$ cat config.mk
export PLATFORM = sky130hd
export DESIGN_NAME = dds_step_direction_generator_core
export DESIGN_NICKNAME = d
export VERILOG_FILES = /design/src/design/dsg_pkg.sv /design/src/design/dds_step_direction_generator_core.sv
export VERILOG_INCLUDE_DIRS = /design/src /design/src/design
export SDC_FILE = /design/constraint.sdc
export NUM_CORES = 2
export LEC_CHECK = 0
export BUFFER_PORTS_ARGS = -buffer_cell sky130_fd_sc_hd__buf_2
export CORE_MARGIN = 2
export CORE_UTILIZATION = 65
export CTS_BUF_LIST = sky130_fd_sc_hd__clkbuf_2 sky130_fd_sc_hd__clkbuf_4 sky130_fd_sc_hd__clkbuf_8
export DETAILED_ROUTE_END_ITERATION = 10
export PLACE_DENSITY = 0.84
export SLEW_MARGIN = 20
export SYNTH_ARGS = -nofsm -noshare
export SYNTH_HDL_FRONTEND = slang
export SYNTH_SLANG_ARGS = --single-unit
export TNS_END_PERCENT = 5
$ cat constraint.sdc
create_clock -name clk -period 12.8 [get_ports clk]
set_input_delay 0.64 -clock clk [delete_from_list [all_inputs] [get_ports clk]]
set_output_delay 0.64 -clock clk [all_outputs]
set_load 0.03 [all_outputs]
$ cat src/design/dds_step_direction_generator_core_macros.svh
// Assertion macros shared by the step generator RTL.
// Each macro uses the clk and arst_n signals of the module that includes it.
`ifndef DDS_STEP_DIRECTION_GENERATOR_CORE_MACROS_SVH
`define DDS_STEP_DIRECTION_GENERATOR_CORE_MACROS_SVH

// The consequent must hold in the same cycle as the antecedent.
`define DSG_ASSERT_SAME(label, ante, cons, msg) \
	label: assert property (@(posedge clk) disable iff (!arst_n) (ante) |-> (cons)) \
		else $error(msg);

// The consequent must hold in the cycle after the antecedent.
`define DSG_ASSERT_NEXT(label, ante, cons, msg) \
	label: assert property (@(posedge clk) disable iff (!arst_n) (ante) |=> (cons)) \
		else $error(msg);

`endif

$ cat src/design/dsg_pkg.sv
// Package for the DDS step and direction generator.
// Holds widths, packing constants and the reset value of the scale register.
// No dependencies.
package dsg_pkg;

	localparam int FRAC_BITS = 22;

	localparam int FREQ_W = 32;
	localparam int SCALE_W = 32;
	localparam int POS_W = 64;
	localparam int PROD_W = FREQ_W + SCALE_W;
	localparam int INC_SHIFT = 24;
	localparam int INC_MAG_W = PROD_W - INC_SHIFT;

	localparam int IN_DATA_W = 40;
	localparam int OUT_DATA_W = 72;

	localparam logic [SCALE_W-1:0] SCALE_RESET = SCALE_W'(5497558);

	localparam logic MODE_TICK = 1'b0;
	localparam logic MODE_CMD = 1'b1;

endpackage

$ cat src/design/dds_step_direction_generator_core.sv
// Top level of the DDS step and direction generator for one stepper channel.
// Depends on dsg_pkg and on dds_step_direction_generator_core_macros.svh.
//
// Channel   Direction  Contents
// s_axis    in         tuser: mode; tdata: enable, frequency
// m_axis    out        tdata: step_level, direction_level, position_feedback
// cfg       in         increment_scale, written when cfg_wr_en is high
//
// Each transaction passes through the input register and then the result register.
// A new transaction is taken every cycle while the output is not stalled.
// The rate is set by the 64-bit accumulator add and the 32 by 32 multiply of a command,
// both done in the single stage between the two registers.
// Reset clears all channel state and sets the scale register to its default.
// A stall on the output holds both registers, and the input then stalls.
`include "dds_step_direction_generator_core_macros.svh"

module dds_step_direction_generator_core
	import dsg_pkg::*;
(
	input  logic                  clk,
	input  logic                  arst_n,
	input  logic                  s_axis_tvalid,
	output logic                  s_axis_tready,
	// Bit 0: enable; bits 32:1: frequency; bits 39:33: zero.
	input  logic [IN_DATA_W-1:0]  s_axis_tdata,
	// Bit 0: mode.
	input  logic                  s_axis_tuser,
	output logic                  m_axis_tvalid,
	input  logic                  m_axis_tready,
	// Bit 0: step_level; bit 1: direction_level; bits 65:2: position_feedback;
	// bits 71:66: zero.
	output logic [OUT_DATA_W-1:0] m_axis_tdata,
	input  logic                  cfg_wr_en,
	input  logic [SCALE_W-1:0]    cfg_wr_data
);

	logic                 valid_s1;
	logic                 mode_s1;
	logic                 enable_s1;
	logic [FREQ_W-1:0]    freq_s1;

	logic [SCALE_W-1:0]   scale_q;
	logic [POS_W-1:0]     acc_q;
	logic [INC_MAG_W-1:0] inc_mag_q;
	logic                 inc_neg_q;
	logic [FREQ_W-1:0]    last_freq_q;
	logic                 forward_q;
	logic                 flip_pending_q;
	logic                 step_out_q;

	logic                 out_valid_q;
	logic [OUT_DATA_W-1:0] out_data_q;

	logic                 advance;
	logic                 freq_neg;
	logic [FREQ_W-1:0]    freq_mag;
	logic [PROD_W-1:0]    product;
	logic [INC_MAG_W-1:0] new_mag;
	logic                 new_fwd;
	logic [POS_W-1:0]     acc_sum;

	logic [POS_W-1:0]     acc_d;
	logic [INC_MAG_W-1:0] inc_mag_d;
	logic                 inc_neg_d;
	logic [FREQ_W-1:0]    last_freq_d;
	logic                 forward_d;
	logic                 flip_pending_d;
	logic                 step_out_d;

	assign advance = valid_s1 && (!out_valid_q || m_axis_tready);
	assign s_axis_tready = !valid_s1 || advance;

	always_ff @(posedge clk or negedge arst_n) begin
		if (!arst_n) begin
			valid_s1 <= 1'b0;
		end else if (s_axis_tready) begin
			valid_s1 <= s_axis_tvalid;
		end
	end

	always_ff @(posedge clk) begin
		if (s_axis_tvalid && s_axis_tready) begin
			mode_s1 <= s_axis_tuser;
			enable_s1 <= s_axis_tdata[0];
			freq_s1 <= s_axis_tdata[FREQ_W:1];
		end
	end

	always_ff @(posedge clk or negedge arst_n) begin
		if (!arst_n) begin
			scale_q <= SCALE_RESET;
		end else if (cfg_wr_en) begin
			scale_q <= cfg_wr_data;
		end
	end

	assign freq_neg = freq_s1[FREQ_W-1];
	assign freq_mag = freq_neg ? (~freq_s1 + FREQ_W'(1)) : freq_s1;
	assign product = PROD_W'(freq_mag) * PROD_W'(scale_q);
	assign new_mag = product[PROD_W-1:INC_SHIFT];
	assign new_fwd = !freq_neg && (new_mag != '0);
	assign acc_sum = inc_neg_q ? (acc_q - POS_W'(inc_mag_q)) : (acc_q + POS_W'(inc_mag_q));

	always_comb begin
		acc_d = acc_q;
		inc_mag_d = inc_mag_q;
		inc_neg_d = inc_neg_q;
		last_freq_d = last_freq_q;
		forward_d = forward_q;
		flip_pending_d = flip_pending_q;
		step_out_d = step_out_q;
		case (mode_s1)
			MODE_TICK: begin
				step_out_d = 1'b0;
				if (flip_pending_q) begin
					flip_pending_d = 1'b0;
				end else if (enable_s1 && (inc_mag_q != '0)) begin
					acc_d = acc_sum;
					step_out_d = acc_q[FRAC_BITS] ^ acc_sum[FRAC_BITS];
				end
			end
			MODE_CMD: begin
				if (enable_s1 && (freq_s1 != last_freq_q)) begin
					last_freq_d = freq_s1;
					inc_mag_d = new_mag;
					inc_neg_d = freq_neg;
					if (new_fwd != forward_q) begin
						forward_d = new_fwd;
						flip_pending_d = 1'b1;
					end
				end
			end
			default: begin
				step_out_d = step_out_q;
			end
		endcase
	end

	always_ff @(posedge clk or negedge arst_n) begin
		if (!arst_n) begin
			acc_q <= '0;
			inc_mag_q <= '0;
			inc_neg_q <= 1'b0;
			last_freq_q <= '0;
			forward_q <= 1'b0;
			flip_pending_q <= 1'b0;
			step_out_q <= 1'b0;
		end else if (advance) begin
			acc_q <= acc_d;
			inc_mag_q <= inc_mag_d;
			inc_neg_q <= inc_neg_d;
			last_freq_q <= last_freq_d;
			forward_q <= forward_d;
			flip_pending_q <= flip_pending_d;
			step_out_q <= step_out_d;
		end
	end

	always_ff @(posedge clk or negedge arst_n) begin
		if (!arst_n) begin
			out_valid_q <= 1'b0;
		end else if (advance) begin
			out_valid_q <= 1'b1;
		end else if (m_axis_tready) begin
			out_valid_q <= 1'b0;
		end
	end

	always_ff @(posedge clk) begin
		if (advance) begin
			out_data_q <= {(OUT_DATA_W - POS_W - 2)'(0), acc_d, forward_d, step_out_d};
		end
	end

	assign m_axis_tvalid = out_valid_q;
	assign m_axis_tdata = out_data_q;

	`DSG_ASSERT_SAME(a_dir_matches_inc, 1'b1,
		forward_q == (!inc_neg_q && (inc_mag_q != '0)),
		"Direction does not match the sign of the stored increment.")
	`DSG_ASSERT_NEXT(a_settle_clears_flag,
		advance && (mode_s1 == MODE_TICK) && flip_pending_q,
		!flip_pending_q && !step_out_q,
		"Settling tick did not clear the pending flip.")
	`DSG_ASSERT_NEXT(a_cmd_keeps_step, advance && (mode_s1 == MODE_CMD),
		(step_out_q == $past(step_out_q)) && (acc_q == $past(acc_q)),
		"A command changed the step pin or the position.")
	`DSG_ASSERT_SAME(a_flip_on_dir_change, $rose(flip_pending_q),
		forward_q != $past(forward_q),
		"Pending flip raised without a direction change.")

endmodule

---- Yosys cells after proc, flatten, opt, wreduce, memory -nomap -nowiden ----
Index checks and enable logic that the tools add are counted.
storage, ports and cells
  output and inout bits ................... 74
  register bits after elaboration ......... 274
  bits of input ports ..................... 78
  logic and storage cells ................. 56
operators by class
  reductions and logical operators ........ 15
  $add $sub $neg .......................... 3
  bitwise logic cells ..................... 3
  multiplexer cells ....................... 16
  eq/ne operators ......................... 4
  $mul .................................... 1
operators with widths
  cell                   count
  $mux 64                4
  $reduce_bool 40->1     2
  $add 64x40->64         1
  $mul 32x32->64         1
  $sub 64x40->64         1
  $add 32x1->32 const B  1
  $mux 32                1
  $ne 32x32->1           1
  $not 32->32            1
  $mux 1                 10
  $reduce_and 3->1       2
  $logic_and 1x1->1      5
  $ne 2x1->1 const B     2
  $logic_not 1->1        3
  $logic_or 1x1->1       2
  $pmux 1 s2             1
  $reduce_bool 2->1      1
  $ne 1x1->1             1
  $not 1->1              1
  $xor 1x1->1            1

---- Depth between registers and ports, before layout ----
  depth in word-level cells ............... 10
  gate-level depth with buffers ........... 41
  mapped depth without buffers ............ 38

---- Worst setup path after synthesis ----
No wires, ideal clock.
  kind .................................... register to register
  from .................................... reg freq_s1[0]
  to ...................................... reg out_data_q[1] (netlist: m_axis_tdata[1]), data pin
  required time ........................... 12.540 ns
  arrival time ............................ 10.151 ns
  slack ................................... 2.389 ns
  cell stages (with the launch flop) ...... 40
  path buffers ............................ 3
  path through ............................ edfxtp_1 buf_6 inv_1 nand2_1 or4_1 nand2b_1 or4_1 or2_1 nor2_1 nand3_1 nor4b_1 clkbuf_1 nand2_1 fa_1 inv_1 fa_1 fa_1 inv_1 [4 not listed] fa_1 inv_1 fa_1 inv_1 ha_1 clkbuf_1 a21o_1 a21o_1 a21o_1 o2111ai_1 o31a_1 a211oi_1 nor4_1 a2111oi_0 nand4b_1 nor3_2 a21oi_1 mux2_2
on the way
  cells in the longest elaborated chain, start to end .. 10
  elaborated cells on any way between the ends .. 12
RTL lines
  item                    RTL line                                  source
  from (decl)             dds_step_direction_generator_core.sv:40   logic [FREQ_W-1:0] freq_s1;
  from (signal assigned)  dds_step_direction_generator_core.sv:85   freq_s1 <= s_axis_tdata[FREQ_W:1];
  $not 32->32             dds_step_direction_generator_core.sv:98   assign freq_mag = freq_neg ? (~freq_s1 + FREQ_W'(1)) : freq_s1;
  $add 32x1->32           dds_step_direction_generator_core.sv:98
  $mux 32                 dds_step_direction_generator_core.sv:98
  $mul 32x32->64          dds_step_direction_generator_core.sv:99   assign product = PROD_W'(freq_mag) * PROD_W'(scale_q);
  $reduce_bool 40->1      dds_step_direction_generator_core.sv:101  assign new_fwd = !freq_neg && (new_mag != '0);
  $logic_and 1x1->1       dds_step_direction_generator_core.sv:101
  $ne 1x1->1              dds_step_direction_generator_core.sv:127  if (new_fwd != forward_q) begin
  $mux 1                  dds_step_direction_generator_core.sv:127
  $mux 1 (*)              dds_step_direction_generator_core.sv:123  if (enable_s1 && (freq_s1 != last_freq_q)) begin
  $mux 1 (*)              dds_step_direction_generator_core.sv:112  case (mode_s1)
  via forward_d           dds_step_direction_generator_core.sv:66   logic forward_d;
  to (signal assigned)    dds_step_direction_generator_core.sv:171  out_data_q <= {(OUT_DATA_W - POS_W - 2)'(0), acc_d, forward_d, step_out_d};
  to (decl)               dds_step_direction_generator_core.sv:52   logic [OUT_DATA_W-1:0] out_data_q;
The timed path passes the listed nets; every way through them passes the cells marked *.
A chain may end at the register's enable or synchronous reset.

---- Worst setup path in the final report ----
  from .................................... reg freq_s1[1]
  to ...................................... reg out_data_q[1] (netlist: m_axis_tdata[1]), data pin
Same word-level chain as after synthesis.

==> metrics.txt <==
CTS tree built; Die Span X 280 µm; post-synthesis simple-gate area fraction 17.4%; instance count of the mapped netlist 5364; multi-input logic area 37900 µm²; htree depth 2; synthesized area 49600 µm²; CORE AREA 75700 µm²; Critical Path Start Type flop; Overflow after GRT 0; synthesized flop and latch total 273; clk_lat worst skew 0.75 ns; post-CTS sizing 0; number of routed nets with antenna violations 0; Bufs on Longest Clock Path 3; Seq/Total Area, Yosys 14.8%; drt initial violations 3069; Main synth FF type dfrtp_1; site row count 101; Layout Nets 6622; Hold Violations, Final 0; Worst Path Max Fanout 22; Fin Clk Skew 0.133 ns; num ports 152; DR vias/cell 5.97; die area 78600 µm²; Yosys top cell area share 36.2%; crit path kind flop to flop; fin crit period 12.19 ns; top cell type by total area after synthesis fa_1; CP max-delay cell a2111oi_0; drt first pass iters 6; clk root buf clkbuf_8; number of endpoints failing setup at the final stage 0; Worst-path clk slew 0.06 ns; drt wl/cell 20.4 µm; Synth area leaders fa_1, ha_1, dfrtp_1; Netlist cell types 90; Compound-Gate Fraction of Synth Area 8.02%; Fmax 82.0 MHz; setup repair bufs after CTS 0; Sequential cell area 7350 µm²; commonest non-fill, non-tap cells in the layout inv_1, fa_1, nand2_1, and2_1, ha_1; Mean Syn Cell Area 9.25 µm²; Post-synth EDFFs 100; die extent in y 280 µm; Placer Congestion 0.991; # fillers 5532; RSZ-0062 raised after global routing no; Yosys Warn Count 0; post-synthesis xor/xnor area fraction 3.02%; drt drc 0; CP arrival 12.58 ns; outcome completed; first-pass GRT wire length 212 mm; largest net degree at the start of global routing 111; Final TNS setup 0 ns; main combinational cell family by area after synthesis adder cells; drt total wl 129 mm; Hold Crit Class input pin to async pin; Max-slew headroom 14.9%; antenna violations before repair 7; Synth async-reset ratio 63.4%; CP Capture Type flop; # Max-Cap Violations 0; CTS sink cnt 273; Tcrit/Tclk final 95.2%; multiplexer area fraction after synthesis 3.01%; vias in the first global route 40600; HPWL reported at the end of detailed placement 99.9 mm; commonest non-fill, non-tap cell in the layout inv_1; most frequent CP cell fa_1; critical path required time 13.19 ns; Vias 37900; worst-margin pin slew 1.27 ns; total CTS buffers 49; Initial Utilization 65.5%; GRT Util Overall 34.4%; adder-cell share of the synthesized area 44.4%; # port buffers 138; Hold Buf Count CTS 0; Largest stage delay, worst path 0.79 ns; area grow syn2layout 5.26%; share of cells above drive strength 1 8.84%; Slew Limit Fails 0
==> cells in the mapped netlist (14+ instances only) <==
cell type,count
a211oi_1,14
a21o_1,73
a21oi_1,157
a31oi_1,19
and2_1,587
and3_1,19
clkbuf_1,281
dfrtp_1,160
edfxtp_1,100
fa_1,896
ha_1,325
inv_1,926
mux2_2,115
mux2i_1,20
nand2_1,704
nand2b_1,18
nand3_1,50
nand4_1,59
nor2_1,126
nor2b_1,23
nor3_1,38
nor4_1,17
o21a_1,23
o21ai_0,187
o21bai_1,21
o31ai_1,23
or3_1,18
xnor2_1,137
xor2_1,34
==> worst max-delay path, delay by kind of cell, from the launching register on <==
family,cells,cell delay (ns)
adders and majority gates,9,4.30
and+or+nand+nor,13,3.23
AOI/OAI and AO/OA,7,2.35
buffers and inverters,7,0.83
DFF,1,0.46
xor gates and xnor gates,1,0.40
muxes,1,0.28
==> worst paths after layout <==
kind                                   from              end  slack, ns  cells past startpoint
max                              freq_s1[1]  m_axis_tdata[1]       0.61                     38
min                                  arst_n  last_freq_q[17]       0.07                      1
max reg2reg                      freq_s1[1]  m_axis_tdata[1]       0.61                     38
max in group asynchronous            arst_n        acc_q[32]      11.05                      2
min reg2reg                     scale_q[18]      scale_q[18]       0.50                      1
min in group clk           s_axis_tdata[17]      freq_s1[16]       0.11                      1
==> through the flow <==
stage               cell area (µm²)  utilization, %  setup slack, ns  hold WS (ns)  cells
global route                  52200            69.0            0.212        0.0931   6343
CTS                           52200            69.0            0.812        0.0682   6342
detailed placement            51100            67.5             1.03         0.498   6250
floorplan                     49600               -             2.39         0.344   5369
finish                        52200            69.0            0.608        0.0657   6344
global placement              51100            67.5             1.21         0.463   6250
==> sequential cells by signal, summed over array words and instances, names as in the netlist, 31 cells and up <==
name / flops
inc_mag_q: 40
last_freq_q: 31
m_axis_tdata: 66
acc_q: 64
scale_q: 32
freq_s1: 32
==> layout make-up <==
class                           count  share of cell area, %
Multi-Input combinational cell   3870                   72.6
Inverter                          927                   6.67
Timing Repair Buffer              202                   2.26
Clock inverter                     24                  0.489
Sequential cell                   273                   14.1
Tap cell                          978                   2.34
Clock buffer                       68                   1.59
Antenna cell                        2                0.00958
==> layer usage <==
layer	part of all wire, %	GRT usage, %	routed length, µm
met5	0	0	0
met1	38	44.4	49400
met3	8.6	6.17	11100
met2	47	55.7	60800
met4	6.1	18.0	7830
==> cell families after synthesis <==
family | Yosys count
simple gates | 1709
flops | 273
xor+xnor | 171
buf+inv | 1226
compound gates | 628
fa+ha+maj | 1221
other cells | 1
mux | 135
Power is not shown: default switching activity piles up to over one toggle a cycle in this logic, so the estimate is an artifact.
